### src/rtl/fpda_pkg.sv
`timescale 1ns / 1ps
`default_nettype none

package fpda_pkg;

    // Configuration register indexes
    localparam int CFG_IDX_W = 2;
    localparam logic [CFG_IDX_W-1:0] REG_A_FMT = 2'd0;
    localparam logic [CFG_IDX_W-1:0] REG_B_FMT = 2'd1;

    // fp32 constants
    localparam logic [31:0] QNAN_BITS = 32'h7fc0_0000;
    localparam logic [7:0]  EXP_MAX   = 8'hff;
    localparam logic [7:0]  FP32_BIAS = 8'd127;

    // Exact FP8 x FP8 product in fp32-like form
    typedef struct packed {
        logic        nan;
        logic        inf;
        logic        sign;
        logic [7:0]  exp;   // biased fp32 exponent, 0 when zero
        logic [23:0] sig;   // normalized significand, hidden bit at [23]
    } prod_t;

endpackage

`default_nettype wire

### src/rtl/fpda_mul.sv
`timescale 1ns / 1ps
`default_nettype none

module fpda_mul (
    input  wire logic [7:0]     a_code,
    input  wire logic [7:0]     b_code,
    input  wire logic           a_alt_fmt,
    input  wire logic           b_alt_fmt,
    output fpda_pkg::prod_t     prod
);
    import fpda_pkg::*;

    typedef struct packed {
        logic              sign;
        logic              nan;
        logic              inf;
        logic [3:0]        sig;   // value = sig * 2^exp
        logic signed [6:0] exp;
    } fp8_dec_t;

    function automatic fp8_dec_t decode(input logic [7:0] code, input logic e5);
        fp8_dec_t   d;
        logic [4:0] e5f;
        logic [3:0] e4f;
        logic [4:0] e_eff;
        d.sign = code[7];
        if (e5)
        begin
            e5f   = code[6:2];
            e_eff = (e5f == 5'd0) ? 5'd1 : e5f;
            d.nan = (e5f == 5'h1f) && (code[1:0] != 2'd0);
            d.inf = (e5f == 5'h1f) && (code[1:0] == 2'd0);
            d.sig = {(e5f != 5'd0), code[1:0], 1'b0};
            d.exp = $signed({2'b00, e_eff}) - 7'sd18;
        end
        else
        begin
            e4f   = code[6:3];
            e_eff = {1'b0, ((e4f == 4'd0) ? 4'd1 : e4f)};
            d.nan = (e4f == 4'hf) && (code[2:0] == 3'h7);
            d.inf = 1'b0;
            d.sig = {(e4f != 4'd0), code[2:0]};
            d.exp = $signed({2'b00, e_eff}) - 7'sd10;
        end
        return d;
    endfunction

    fp8_dec_t          da;
    fp8_dec_t          db;
    logic [7:0]        p;
    logic [2:0]        msb;
    logic signed [8:0] pexp;
    logic              za;
    logic              zb;

    // Decode both operands and form the exact product
    always_comb
    begin
        da  = decode(a_code, a_alt_fmt);
        db  = decode(b_code, b_alt_fmt);
        za  = (da.sig == 4'd0);
        zb  = (db.sig == 4'd0);
        p   = da.sig * db.sig;
        msb = 3'd0;
        for (int i = 0; i < 8; i++)
        begin
            if (p[i])
            begin
                msb = 3'(i);
            end
        end
        pexp = {{2{da.exp[6]}}, da.exp} + {{2{db.exp[6]}}, db.exp}
             + {6'd0, msb} + {1'b0, FP32_BIAS};

        prod.sign = da.sign ^ db.sign;
        prod.nan  = da.nan || db.nan || (da.inf && zb) || (db.inf && za);
        prod.inf  = da.inf || db.inf;
        if (p == 8'd0)
        begin
            prod.exp = 8'd0;
            prod.sig = 24'd0;
        end
        else
        begin
            prod.exp = pexp[7:0];
            prod.sig = {p, 16'd0} << (3'd7 - msb);
        end
    end

endmodule

`default_nettype wire

### src/rtl/fpda_add.sv
`timescale 1ns / 1ps
`default_nettype none

module fpda_add (
    input  wire logic [31:0]    acc,
    input  wire fpda_pkg::prod_t prod,
    output logic [31:0]         sum
);
    import fpda_pkg::*;

    logic              acc_nan;
    logic              acc_inf;
    logic [7:0]        acc_exp;
    logic [23:0]       acc_sig;
    logic              acc_big;
    logic [7:0]        big_exp;
    logic [7:0]        sml_exp;
    logic [23:0]       big_sig;
    logic [23:0]       sml_sig;
    logic              big_sign;
    logic              eff_sub;
    logic [7:0]        shift_amt;
    logic [26:0]       sml_ext;
    logic [26:0]       shifted;
    logic              lost;
    logic [27:0]       raw;
    logic [26:0]       norm;
    logic [4:0]        lz;
    logic signed [9:0] ex;
    logic signed [9:0] ex_r;
    logic              up;
    logic [24:0]       mant;

    always_comb
    begin
        // Unpack the accumulator
        acc_nan = (acc[30:23] == EXP_MAX) && (acc[22:0] != 23'd0);
        acc_inf = (acc[30:23] == EXP_MAX) && (acc[22:0] == 23'd0);
        acc_exp = (acc[30:23] == 8'd0) ? 8'd1 : acc[30:23];
        acc_sig = {(acc[30:23] != 8'd0), acc[22:0]};

        // Order the operands by magnitude
        acc_big  = {acc_exp, acc_sig} >= {prod.exp, prod.sig};
        big_exp  = acc_big ? acc_exp : prod.exp;
        big_sig  = acc_big ? acc_sig : prod.sig;
        big_sign = acc_big ? acc[31] : prod.sign;
        sml_exp  = acc_big ? prod.exp : acc_exp;
        sml_sig  = acc_big ? prod.sig : acc_sig;
        eff_sub  = acc[31] ^ prod.sign;

        // Align the smaller operand with guard, round and sticky
        shift_amt = big_exp - sml_exp;
        sml_ext   = {sml_sig, 3'd0};
        if (shift_amt >= 8'd27)
        begin
            shifted = 27'd0;
            lost    = |sml_sig;
        end
        else
        begin
            shifted = sml_ext >> shift_amt[4:0];
            lost    = |(sml_ext & ~({27{1'b1}} << shift_amt[4:0]));
        end
        shifted[0] = shifted[0] | lost;

        raw = eff_sub ? ({1'b0, big_sig, 3'd0} - {1'b0, shifted})
                      : ({1'b0, big_sig, 3'd0} + {1'b0, shifted});

        // Normalize
        lz = 5'd0;
        for (int i = 0; i < 27; i++)
        begin
            if (raw[i])
            begin
                lz = 5'(26 - i);
            end
        end
        if (raw[27])
        begin
            norm = {raw[27:2], raw[1] | raw[0]};
            ex   = $signed({2'b00, big_exp}) + 10'sd1;
        end
        else
        begin
            norm = raw[26:0] << lz;
            ex   = $signed({2'b00, big_exp}) - $signed({5'd0, lz});
        end

        // Round to nearest even
        up   = norm[2] && (norm[1] || norm[0] || norm[3]);
        mant = {1'b0, norm[26:3]} + {24'd0, up};
        ex_r = ex + $signed({9'd0, mant[24]});

        // Select special results
        if (acc_nan || prod.nan || (acc_inf && prod.inf && eff_sub))
        begin
            sum = QNAN_BITS;
        end
        else if (acc_inf)
        begin
            sum = acc;
        end
        else if (prod.inf)
        begin
            sum = {prod.sign, EXP_MAX, 23'd0};
        end
        else if (raw == 28'd0)
        begin
            sum = {acc[31] && prod.sign, 31'd0};
        end
        else if (ex_r >= $signed({2'b00, EXP_MAX}))
        begin
            sum = {big_sign, EXP_MAX, 23'd0};
        end
        else
        begin
            sum = {big_sign, ex_r[7:0], mant[22:0]};
        end
    end

endmodule

`default_nettype wire

### src/rtl/fp8_dot_product_accumulate.sv
`timescale 1ns / 1ps
`default_nettype none

// Channel  | Handshake               | Payload
// ---------+-------------------------+-------------------------------
// in       | in_valid / in_ready     | a_code, b_code, last_term
// out      | out_valid / out_ready   | sum_bits
// cfg      | cfg_valid / cfg_ready   | cfg_index, cfg_data
//
// One pair per cycle while no waiting result holds the pipe; a sum shows on sum_bits
// once its last pair has passed the input register, the product register and the
// accumulator add into the result register. The fp32 add closes a loop on acc_reg.
// Reset clears the accumulator to +0 and both formats to E4M3.
// A waiting result stalls only when the next last pair reaches the adder.

module fp8_dot_product_accumulate (
    input  wire logic                           clk,
    input  wire logic                           rst_n,
    input  wire logic                           in_valid,
    output logic                                in_ready,
    input  wire logic [7:0]                     a_code,
    input  wire logic [7:0]                     b_code,
    input  wire logic                           last_term,
    output logic                                out_valid,
    input  wire logic                           out_ready,
    output logic [31:0]                         sum_bits,
    input  wire logic                           cfg_valid,
    output logic                                cfg_ready,
    input  wire logic [fpda_pkg::CFG_IDX_W-1:0] cfg_index,
    input  wire logic                           cfg_data
);
    import fpda_pkg::*;

    logic        a_fmt_reg;
    logic        b_fmt_reg;
    logic        s1_valid_reg;
    logic [7:0]  a_code_reg;
    logic [7:0]  b_code_reg;
    logic        s1_last_reg;
    logic        s2_valid_reg;
    logic        s2_last_reg;
    prod_t       prod_reg;
    prod_t       prod_next;
    logic [31:0] acc_reg;
    logic [31:0] acc_next;
    logic        out_valid_reg;
    logic [31:0] sum_reg;
    logic        s2_fire;
    logic        s2_free;
    logic        s1_move;

    assign cfg_ready = 1'b1;
    assign out_valid = out_valid_reg;
    assign sum_bits  = sum_reg;

    // Pipeline flow control
    assign s2_fire  = s2_valid_reg && (!s2_last_reg || !out_valid_reg || out_ready);
    assign s2_free  = !s2_valid_reg || s2_fire;
    assign s1_move  = s1_valid_reg && s2_free;
    assign in_ready = !s1_valid_reg || s2_free;

    fpda_mul u_mul (
        .a_code    (a_code_reg),
        .b_code    (b_code_reg),
        .a_alt_fmt (a_fmt_reg),
        .b_alt_fmt (b_fmt_reg),
        .prod      (prod_next)
    );

    fpda_add u_add (
        .acc  (acc_reg),
        .prod (prod_reg),
        .sum  (acc_next)
    );

    // Configuration writes
    always_ff @(posedge clk or negedge rst_n)
    begin
        if (!rst_n)
        begin
            a_fmt_reg <= 1'b0;
            b_fmt_reg <= 1'b0;
        end
        else if (cfg_valid)
        begin
            unique case (cfg_index)
                REG_A_FMT: a_fmt_reg <= cfg_data;
                REG_B_FMT: b_fmt_reg <= cfg_data;
                default:   ;
            endcase
        end
    end

    // Advance the pipeline control
    always_ff @(posedge clk or negedge rst_n)
    begin
        if (!rst_n)
        begin
            s1_valid_reg  <= 1'b0;
            s2_valid_reg  <= 1'b0;
            out_valid_reg <= 1'b0;
            acc_reg       <= 32'd0;
        end
        else
        begin
            if (in_ready)
            begin
                s1_valid_reg <= in_valid;
            end
            if (s2_free)
            begin
                s2_valid_reg <= s1_move;
            end
            if (s2_fire)
            begin
                acc_reg <= s2_last_reg ? 32'd0 : acc_next;
            end
            if (s2_fire && s2_last_reg)
            begin
                out_valid_reg <= 1'b1;
            end
            else if (out_ready)
            begin
                out_valid_reg <= 1'b0;
            end
        end
    end

    // Hold payloads
    always_ff @(posedge clk)
    begin
        if (in_ready && in_valid)
        begin
            a_code_reg  <= a_code;
            b_code_reg  <= b_code;
            s1_last_reg <= last_term;
        end
        if (s1_move)
        begin
            prod_reg    <= prod_next;
            s2_last_reg <= s1_last_reg;
        end
        if (s2_fire && s2_last_reg)
        begin
            sum_reg <= acc_next;
        end
    end

endmodule

`default_nettype wire

### config.mk
export PLATFORM = sky130hd
export DESIGN_NAME = fp8_dot_product_accumulate
export DESIGN_NICKNAME = d
export VERILOG_FILES = /design/src/rtl/fpda_pkg.sv /design/src/rtl/fpda_mul.sv /design/src/rtl/fpda_add.sv /design/src/rtl/fp8_dot_product_accumulate.sv
export SDC_FILE = /design/constraint.sdc
export NUM_CORES = 1
export LEC_CHECK = 0
export ABC_AREA = 0
export BUFFER_PORTS_ARGS = -buffer_cell sky130_fd_sc_hd__buf_2
export CAP_MARGIN = 15
export CORE_MARGIN = 2
export CORE_UTILIZATION = 45
export DETAILED_ROUTE_END_ITERATION = 10
export PLACE_DENSITY_LB_ADDON = 0.3
export SYNTH_ARGS = -nofsm -noshare
export SYNTH_HDL_FRONTEND = slang
export SYNTH_SLANG_ARGS = --single-unit
export TNS_END_PERCENT = 50
### constraint.sdc
create_clock -name clk -period 36.1 [get_ports clk]
set_input_delay 3.61 -clock clk [delete_from_list [all_inputs] [get_ports clk]]
set_output_delay 3.61 -clock clk [all_outputs]
set_load 0.02 [all_outputs]
==> results of run 1 <==
[kinds of logic (layout without fill, tap and decap cells)]
group / after synthesis / after routing / share of synthesized area (%)
fa+ha+maj: 119 / 119 / 9.68
flops: 106 / 106 / 18.7
simple gates: 802 / 802 / 25.1
buf+inv: 229 / 220 / 5.75
compound gates: 640 / 640 / 28.4
other cells: 1 / 1 / 0.0234
xor+xnor: 77 / 77 / 4.25
mux: 118 / 118 / 8.20
[metal layers]
| layer | share of wire [%] | GRT usage [%] | wire [µm] | vias up |
|---|---|---|---|---|
| met4 | 3.7 | 11.9 | 2250 | 2 |
| met1 | 43 | 44.0 | 26000 | 8046 |
| met3 | 8.7 | 6.04 | 5240 | 155 |
| met2 | 44 | 50.7 | 26600 | 860 |
| li1 | - | - | - | 7751 |
| met5 | 0.013 | 0 | 8 | - |
[cells in the mapped netlist, drive strengths merged (34+ instances only)]
| library cell | count | area (µm²) |
|---|---|---|
| nand2 | 224 | 846 |
| nand3 | 70 | 355 |
| xnor2 | 47 | 419 |
| a21oi | 155 | 806 |
| nor2 | 208 | 786 |
| a31oi | 35 | 246 |
| a21o | 40 | 302 |
| mux2i | 82 | 825 |
| ha | 109 | 1360 |
| dfrtp | 37 | 926 |
| clkbuf | 76 | 285 |
| buf | 34 | 191 |
| nor3 | 69 | 403 |
| o21ai | 117 | 586 |
| edfxtp | 69 | 2070 |
| inv | 117 | 439 |
[area by class of cell]
cell class,instances,area (µm²),share of cell area [%]
Clock inverter,7,113,0.662
Tap cell,461,577,3.39
Timing Repair Buffer,85,507,2.98
Inverter,119,447,2.63
Sequential cell,106,3000,17.6
Clock buffer,9,225,1.32
Multi-Input combinational cell,1757,12100,71.4
[cell usage in the layout (no fill, tap or decap), types with 23 or more instances in the layout]
cell and n:
mux2i_1 81, edfxtp_1 69, mux2_2 24, buf_2 59, a211oi_1 28, a31oi_1 32, a21oi_1 151, nor3_1 60
xnor2_1 46, o211ai_1 28, inv_1 113, xor2_1 30, dfrtp_1 37, o21ai_0 101, nand4_1 26, and2_1 31
buf_4 24, ha_1 108, nor2_1 206, a21o_1 39, nor2b_1 27, nand3_1 68, nand2b_1 29, or2_2 23
nand2_1 222
[worst register-to-register path, delay by kind of cell, from the launching register on]
family,cells,cell delay (ns)
compound gates,26,6.82
flops,1,0.56
xor+xnor,1,0.10
buf+inv,7,1.68
simple gates,19,4.80
mux,1,0.25
fa+ha+maj,7,1.51
[stage by stage]
step	setup slack [ns]	instances	cell area [µm²]	hold slack, ns	utilization (%)
after global placement	21.12	2524	16600	0.408	47.0
after global routing	19.03	2544	17000	0.459	48.1
after detailed placement	20.80	2526	16600	0.428	47.0
final	20.30	2544	17000	0.434	48.1
after floorplan	23.78	2092	16100	0.400	-
after CTS	20.74	2542	17000	0.435	48.0
[worst max-delay path by stage]
stage	startpoint	end	cells past startpoint
final	acc_reg[26]	acc_reg[13]	61
after global routing	acc_reg[26]	acc_reg[2]	62
after CTS	acc_reg[26]	acc_reg[2]	62
after detailed placement	acc_reg[26]	acc_reg[6]	62
after global placement	acc_reg[26]	acc_reg[2]	60
after floorplan	acc_reg[24]	acc_reg[11]	61
==> results by group, run 1 <==
Clock tree
  – Clk slew on worst S/H paths: 0.08 ns
  – CTS root buf: clkbuf_16
  – Worst skew pair latency: 0.36 ns
  – Post-CTS Setup Inserts: 0
  – Hold-fix buffers, CTS: 0
  – Bufs on Longest Clock Path: 2
  – CTS H-tree depth: 3
  – CTS tree: yes
  – Post-CTS sizing: 0
  – Clock net sink count: 106
  – CTS buffer count: 9

Final layout
  – Fillcell total: 3,534
  – Area delta synth->final: 5.95%
  – Antenna diode count: 0
  – Share of cells above drive strength 1: 11.6%
  – Final Net Count: 2,221

Routing
  – Drt drc: 0
  – Vias per cell: 6.61
  – DR pass1 iterations: 6
  – Via count: 16.8k
  – Detailed Route WL: 60,100 µm
  – DRT iter0 DRCs: 1,948
  – Routed len/inst: 23.6 µm
  – Final ANT Viol Nets: 0

Logic synthesis
  – Main synth FF type: edfxtp_1
  – Ys async rst share: 34.9%
  – Synth Register Bits: 106
  – Syn Nets: 2,235
  – Mapped Cells: 2,092
  – Synth Warn #: 0
  – Cell area after synthesis: 16,100 µm²
  – Sequential fraction of the synthesis area: 18.7%
  – Synthesized area per cell: 7.68 µm²
  – Number of enable flip-flop cells after synthesis: 69
  – Count of cell types in the netlist: 131

Die
  – # rows: 69
  – Starting Density: 45.4%
  – IO Pins: 60
  – Die height: 193 µm
  – Total core area: 35,400 µm²
  – DIE WIDTH: 193 µm
  – Die ar.: 37,200 µm²

Timing
  – Fin. Hold Viols: 0
  – Total negative slack: 0 ns
  – Final worst path period share: 43.8%
  – Finish-stage setup viols: 0
  – Fmax: 63.3 MHz
  – Worst Skew: 0.00784 ns
  – RSZ-0062 raised after global routing: false
  – Worst-margin pin slew: 1.06 ns
  – Relative slew slack: 29.1%
  – Final Max Slew Viols: 0
  – Final critical path time including I/O delays and setup: 15.80 ns

Global route
  – Number of global-route vias before repair: 15.7k
  – Gr usage total: 32.2%
  – Initial antenna violation count: 1
  – Global-route wire length before repair: 92,500 µm
  – GRT overflow: 0
  – Largest net degree at the start of global routing: 84

Worst setup path
  – Critical path type: reg2reg
  – Max incr delay on CP: 0.75 ns
  – Critical path's slowest cell: a2111oi_0
  – Crit-path max FO: 43
  – Buf+Inv Stages, Crit Path: 7
  – CP endpoint kind: flop
  – Reg-to-reg endpoint: acc_reg[13]
  – CP Launch Type: flop
  – Worst path required time: 36.38 ns
  – Cell with the most instances on the worst path: ha_1
  – R2R depth: 61
  – CP arrival: 16.08 ns
  – R2R Setup Slk: 20.30 ns
  – Top delay family on crit path: compound AO/OA/AOI/OAI gates
  – RR Startpoint: acc_reg[26]

Worst hold path
  – Worst hold path type: reg2reg
  – Hold path endpoint: s2_last_reg
  – Worst hold path depth: 0
  – Worst Hold Launch: s1_last_reg

Run status
  – Status: finished, final reports clean

Flow run
  – Max Cap Violations: 0

Placement
  – Port Buffers: 58
  – Detail Placement HPWL: 47,400 µm
  – Routability cong.: 1.04
Power of run 1 is not shown: default switching activity piles up to over one toggle a cycle in this logic, so the estimate is an artifact.
==> run 2: changes to the inputs <==
==> constraint.sdc (replaced) <==
create_clock -name clk -period 14.6 [get_ports clk]
set_input_delay 1.46 -clock clk [delete_from_list [all_inputs] [get_ports clk]]
set_output_delay 1.46 -clock clk [all_outputs]
set_load 0.02 [all_outputs]
==> results by group, run 2 (same netlist as run 1, synthesis figures left out) <==
Run status
  – Status: finished, final reports clean

Worst setup path
  – Critical path's slowest cell: a2111oi_1
  – Cell with the most instances on the worst path: a21oi_1
  – CP arrival: 14.18 ns (-1.90 ns)
  – Max incr delay on CP: 0.59 ns (-0.16 ns)
  – CP startpoint: acc_reg[24]
  – Crit path to: acc_reg[2]
  – Worst path required time: 14.91 ns (-21.47 ns)
  – Critical path type: reg2reg
  – Crit-path max FO: 19 (-56%)
  – RR Startpoint: acc_reg[24]
  – R2R depth: 56 (-8.2%)
  – R2R Setup Slk: 0.73 ns (-19.57 ns)
  – CP endpoint kind: flop
  – Reg-to-reg endpoint: acc_reg[2]
  – CP Launch Type: flop

Final layout
  – Share of cells above drive strength 1: 14.5% (+2.9 points)
  – Post-route cell area: 17,500 µm² (+2.6%)
  – Final Net Count: 2,269 (+2.2%)
  – Final Util: 49.3% (+1.2 points)
  – Commonest non-fill, non-tap cell in the layout: nand2_1
  – Area delta synth->final: 8.70%
  – Final cell count without fillers: 2,593 (+1.9%)
  – Commonest cells after routing, fill and taps aside: nand2_1, nor2_1, a21oi_1

Global route
  – GRT overflow: 0 (unchanged)
  – Global-route wire length before repair: 95,900 µm (+3.6%)
  – Largest net degree at the start of global routing: 60 (-29%)
  – Gr usage total: 33.8% (+1.6 points)
  – Number of global-route vias before repair: 16.1k (+2.4%)
  – Initial antenna violation count: 0 (-1)

Placement
  – Routability cong.: 0.992 (-4.9%)
  – Detail Placement HPWL: 50,800 µm (+7.1%)
  – Post-placement cell count: 2,571 (+1.8%)
  – Placement Cell Area: 17,000 µm² (+2.1%)
  – Port Buffers: 58 (unchanged)

Die
  – Total core area: 35,400 µm² (unchanged)
  – IO Pins: 60 (unchanged)
  – # rows: 69 (unchanged)
  – Die height: 193 µm (unchanged)
  – DIE WIDTH: 193 µm (unchanged)
  – Die ar.: 37,200 µm² (unchanged)
  – Starting Density: 45.4% (unchanged)

Clock tree
  – CTS buffer count: 9 (unchanged)
  – Worst skew pair latency: 0.37 ns (about the same)
  – CTS H-tree depth: 3 (unchanged)
  – Bufs on Longest Clock Path: 2 (unchanged)
  – Clock net sink count: 106 (unchanged)
  – Clk slew on worst S/H paths: 0.08 ns (about the same)
  – CTS tree: yes
  – Hold-fix buffers, CTS: 0 (unchanged)
  – CTS root buf: clkbuf_16

Routing
  – DRT iter0 DRCs: 2,028 (+4.1%)
  – Detailed Route WL: 63,400 µm (+5.3%)
  – M1 WL: 26,400 µm (+1.2%)
  – Routed len/inst: 24.4 µm (+3.4%)
  – Final ANT Viol Nets: 0 (unchanged)
  – Top Metal Used: met4
  – DR pass1 iterations: 8 (+2)
  – Vias per cell: 6.52 (-1.3%)
  – Wire length on met2: 28,800 µm (+8.2%)
  – DR WL met3: 4890 µm (-6.8%)
  – Via count: 16.9k (+0.62%)
  – Drt drc: 0 (unchanged)

Worst hold path
  – Worst hold path type: reg2reg

Timing
  – Final worst path period share: 95.0% (+51 points)
  – Fin. Hold Viols: 0 (unchanged)
  – Worst-margin pin slew: 1.11 ns (+0.0496 ns)
  – Final critical path time including I/O delays and setup: 13.87 ns (-1.93 ns)
  – Finish-stage setup viols: 0 (unchanged)
  – Final Max Slew Viols: 0 (unchanged)
  – Worst Skew: 0.0113 ns (+0.00349 ns)
  – Relative slew slack: 26.0% (-3.0 points)
  – Fmax: 72.1 MHz (+14%)

Flow run
  – Max Cap Violations: 0 (unchanged)
## run 2: cell count changes in the layout (fill, tap and decap cells not counted), moves of 2 or more
cell       delta
o21ai_1       +3
inv_8         +2
buf_4        +48
a21oi_2       +2
a21oi_1       -2
clkinv_8      -4
o21ai_0       -3
a2111oi_0     -2
nor3b_1       -2
## run 2: metrics by stage
step | setup slack, ns | hold slack, ns | setup TNS (ns)
2_1_floorplan | 2.28 | 0.400 | 0
3_3_place_gp | 0.276 | 0.417 | 0
3_5_place_dp | 0.168 | 0.412 | 0
4_1_cts | 0.0784 | 0.443 | 0
5_1_grt | -0.00341 | 0.455 | -0.00341
6_report | 0.725 | 0.442 | 0
## run 2: worst max-delay path: cells and delay by family, from the launching register on
family	cells	cell delay [ns]
XOR/XNOR	1	0.26
AO/OA/AOI/OAI	26	5.94
adder cells (fa/ha/maj)	5	1.39
multiplexers	2	0.71
flip-flops	1	0.50
buffers and inverters	4	0.74
AND/OR/NAND/NOR	18	4.24
## run 2: what timing repair did
action | in CTS | in global routing
resized for setup | 0 | 26
setup endpoints to repair | 0 | 59
setup buffers | 0 | 5
## run 2: layout make-up
cell class	instances	area, µm²
timing repair buffer	133	861
clock inverter	6	62.6
antenna	1	2.50
sequential	106	3000
tap	461	577
multi-input combinational	1757	12300
fill	3540	17900
inverter	119	447
clock buffer	10	250
## run 2: layer usage
metal	global-route usage, %	vias to the layer above
met3	3.36	164
met1	44.6	8057
met4	15.5	0
met2	55.9	856
li1	-	7842
met5	0	-
## run 2: how the worst min path moves through the flow
stage | startpoint | to | slack (ns) | cells past startpoint
floorplan | s1_last_reg | s2_last_reg | 0.40 | 0
global placement | s1_last_reg | s2_last_reg | 0.42 | 0
detailed placement | s1_last_reg | s2_last_reg | 0.41 | 0
CTS | s1_last_reg | s2_last_reg | 0.44 | 0
global route | s1_last_reg | s2_last_reg | 0.46 | 0
finish | s1_last_reg | s2_last_reg | 0.44 | 0
Power of run 2 is left out for the same reason.
==> run 3: changes to the inputs <==
--- a/config.mk
+++ b/config.mk
@@ -8,8 +8,10 @@
 export ABC_AREA = 0
 export BUFFER_PORTS_ARGS = -buffer_cell sky130_fd_sc_hd__buf_2
 export CAP_MARGIN = 15
+export CELL_PAD_IN_SITES_DETAIL_PLACEMENT = 1
+export CELL_PAD_IN_SITES_GLOBAL_PLACEMENT = 2
 export CORE_MARGIN = 2
-export CORE_UTILIZATION = 45
+export CORE_UTILIZATION = 35
 export DETAILED_ROUTE_END_ITERATION = 10
 export PLACE_DENSITY_LB_ADDON = 0.3
 export SYNTH_ARGS = -nofsm -noshare
==> constraint.sdc (replaced) <==
create_clock -name clk -period 11.4 [get_ports clk]
set_input_delay 1.14 -clock clk [delete_from_list [all_inputs] [get_ports clk]]
set_output_delay 1.14 -clock clk [all_outputs]
set_load 0.02 [all_outputs]
==> results by group, run 3 (same netlist as run 1, synthesis figures left out) <==
Worst setup path
  – Top delay family on crit path: compound AO/OA/AOI/OAI gates
  – CP endpoint kind: flop
  – Cell with the most instances on the worst path: buf_4
  – CP Launch Type: flop
  – Crit-path max FO: 9 (-10)
  – CP arrival: 11.84 ns (-2.34 ns)
  – Worst path required time: 11.72 ns (-3.19 ns)
  – R2R Setup Slk: -0.12 ns (-0.85 ns)
  – Buf+Inv Stages, Crit Path: 12 (+8)
  – Critical path type: reg2reg
  – Max incr delay on CP: 0.40 ns (-0.19 ns)
  – Critical path's slowest cell: nor4_4

Die
  – Die height: 218 µm (+13%)
  – IO Pins: 60 (unchanged)
  – Total core area: 45,300 µm² (+28%)
  – # rows: 78 (+13%)
  – Die ar.: 47,600 µm² (+28%)
  – DIE WIDTH: 218 µm (+13%)
  – Starting Density: 35.5% (-9.9 points)

Final layout
  – Post-route cell area: 23,200 µm² (+33%)
  – Area of the multi-input gates: 13,300 µm² (+8.6%)
  – Commonest non-fill, non-tap cell in the layout: buf_4
  – Commonest cells after routing, fill and taps aside: buf_4, nand2_1, nor2_1
  – Area delta synth->final: 44.3%
  – Final Net Count: 2,842 (+25%)
  – Antenna diode count: 0 (-1)
  – Share of cells above drive strength 1: 37.9% (+23 points)
  – Fillcell total: 5,540 (+56%)
  – Storage element area: 3000 µm² (unchanged)

Timing
  – Final worst path period share: 101% (+6.1 points)
  – Fin worst setup slack: -0.124 ns (-0.849 ns)
  – Hold Slack: 0.442 ns (-0.000703 ns)
  – Final critical path time including I/O delays and setup: 11.52 ns (-2.35 ns)
  – Worst-margin pin slew: 1.15 ns (+0.0478 ns)
  – Final Max Slew Viols: 0 (unchanged)
  – Finish-stage setup viols: 52 (+52)
  – Worst Skew: 0.00848 ns (-0.00285 ns)
  – Fin. Hold Viols: 0 (unchanged)
  – RSZ-0062 raised after global routing: true
  – Relative slew slack: 23.0% (-3.0 points)
  – Fmax: 86.8 MHz (+20%)

Worst hold path
  – Worst hold path type: reg2reg

Clock tree
  – CTS root buf: clkbuf_16
  – CTS buffer count: 9 (unchanged)
  – Clk slew on worst S/H paths: 0.08 ns (about the same)
  – Clock net sink count: 106 (unchanged)
  – CTS H-tree depth: 3 (unchanged)
  – Bufs on Longest Clock Path: 2 (unchanged)
  – CTS tree: yes
  – Worst skew pair latency: 0.38 ns (about the same)

Global route
  – Number of global-route vias before repair: 20.0k (+24%)
  – GRT overflow: 0 (unchanged)
  – Gr usage total: 33.8% (about the same)
  – Global-route wire length before repair: 123,000 µm (+28%)
  – Largest net degree at the start of global routing: 62 (+3.3%)
  – Initial antenna violation count: 0 (unchanged)

Run status
  – Failing checks: negative setup slack
  – Status: finished, violations left

Routing
  – DR pass1 iterations: 5 (-3)
  – Routed len/inst: 24.6 µm (+0.88%)
  – Final ANT Viol Nets: 0 (unchanged)
  – Drt drc: 0 (unchanged)
  – DRT iter0 DRCs: 1,274 (-37%)
  – Vias per cell: 5.89 (-9.8%)
  – Via count: 19.4k (+15%)
  – Detailed Route WL: 81,400 µm (+29%)

Placement
  – Detail Placement HPWL: 67,000 µm (+32%)
  – Worst slack at placement: -1.05 ns (-1.21 ns)
  – Routability cong.: 0.968 (-2.5%)
  – Placement Cell Area: 21,300 µm² (+25%)
  – Port Buffers: 58 (unchanged)

Flow run
  – Max Cap Violations: 0 (unchanged)
run 3: layout make-up:
cell class | count | share of cell area, %
multi-input combinational | 1757 | 57.4
sequential | 106 | 12.9
clock buffer | 10 | 0.988
timing repair buffer | 706 | 23.2
inverter | 119 | 1.95
clock inverter | 6 | 0.270
tap | 600 | 3.24
run 3: final timing paths:
check,from,end,depth (start not counted)
min in group asynchronous,rst_n,out_valid,1
setup reg to reg,acc_reg[25],acc_reg[6],65
max in group asynchronous,rst_n,acc_reg[17],1
hold / removal,s1_last_reg,s2_last_reg,0
setup / recovery,acc_reg[25],acc_reg[6],65
hold reg to reg,s1_last_reg,s2_last_reg,0
run 3: metrics by stage:
| step | utilization, % | setup TNS, ns | instances |
|---|---|---|---|
| after floorplan | - | 0 | 2092 |
| after global placement | 47.1 | -39.64 | 3236 |
| after detailed placement | 47.1 | -52.82 | 3236 |
| after CTS | 49.9 | -0.680 | 3284 |
| after global routing | 51.2 | -33.41 | 3304 |
| final | 51.2 | -3.18 | 3304 |
run 3: timing repair:
action	CTS	global route
resized for setup	167	83
cloned	2	0
setup endpoints to repair	62	62
pin swaps	60	58
hold buffers	0	0
setup buffers	30	21
run 3: routing by layer:
| metal | vias up | share of wire [%] | track usage, % |
|---|---|---|---|
| met1 | 9780 | 46 | 47.0 |
| li1 | 8978 | - | - |
| met4 | 0 | 3.8 | 11.7 |
| met2 | 563 | 45 | 54.1 |
| met5 | - | 0 | 0 |
| met3 | 124 | 5.1 | 3.84 |
Power of run 3 is left out for the same reason.
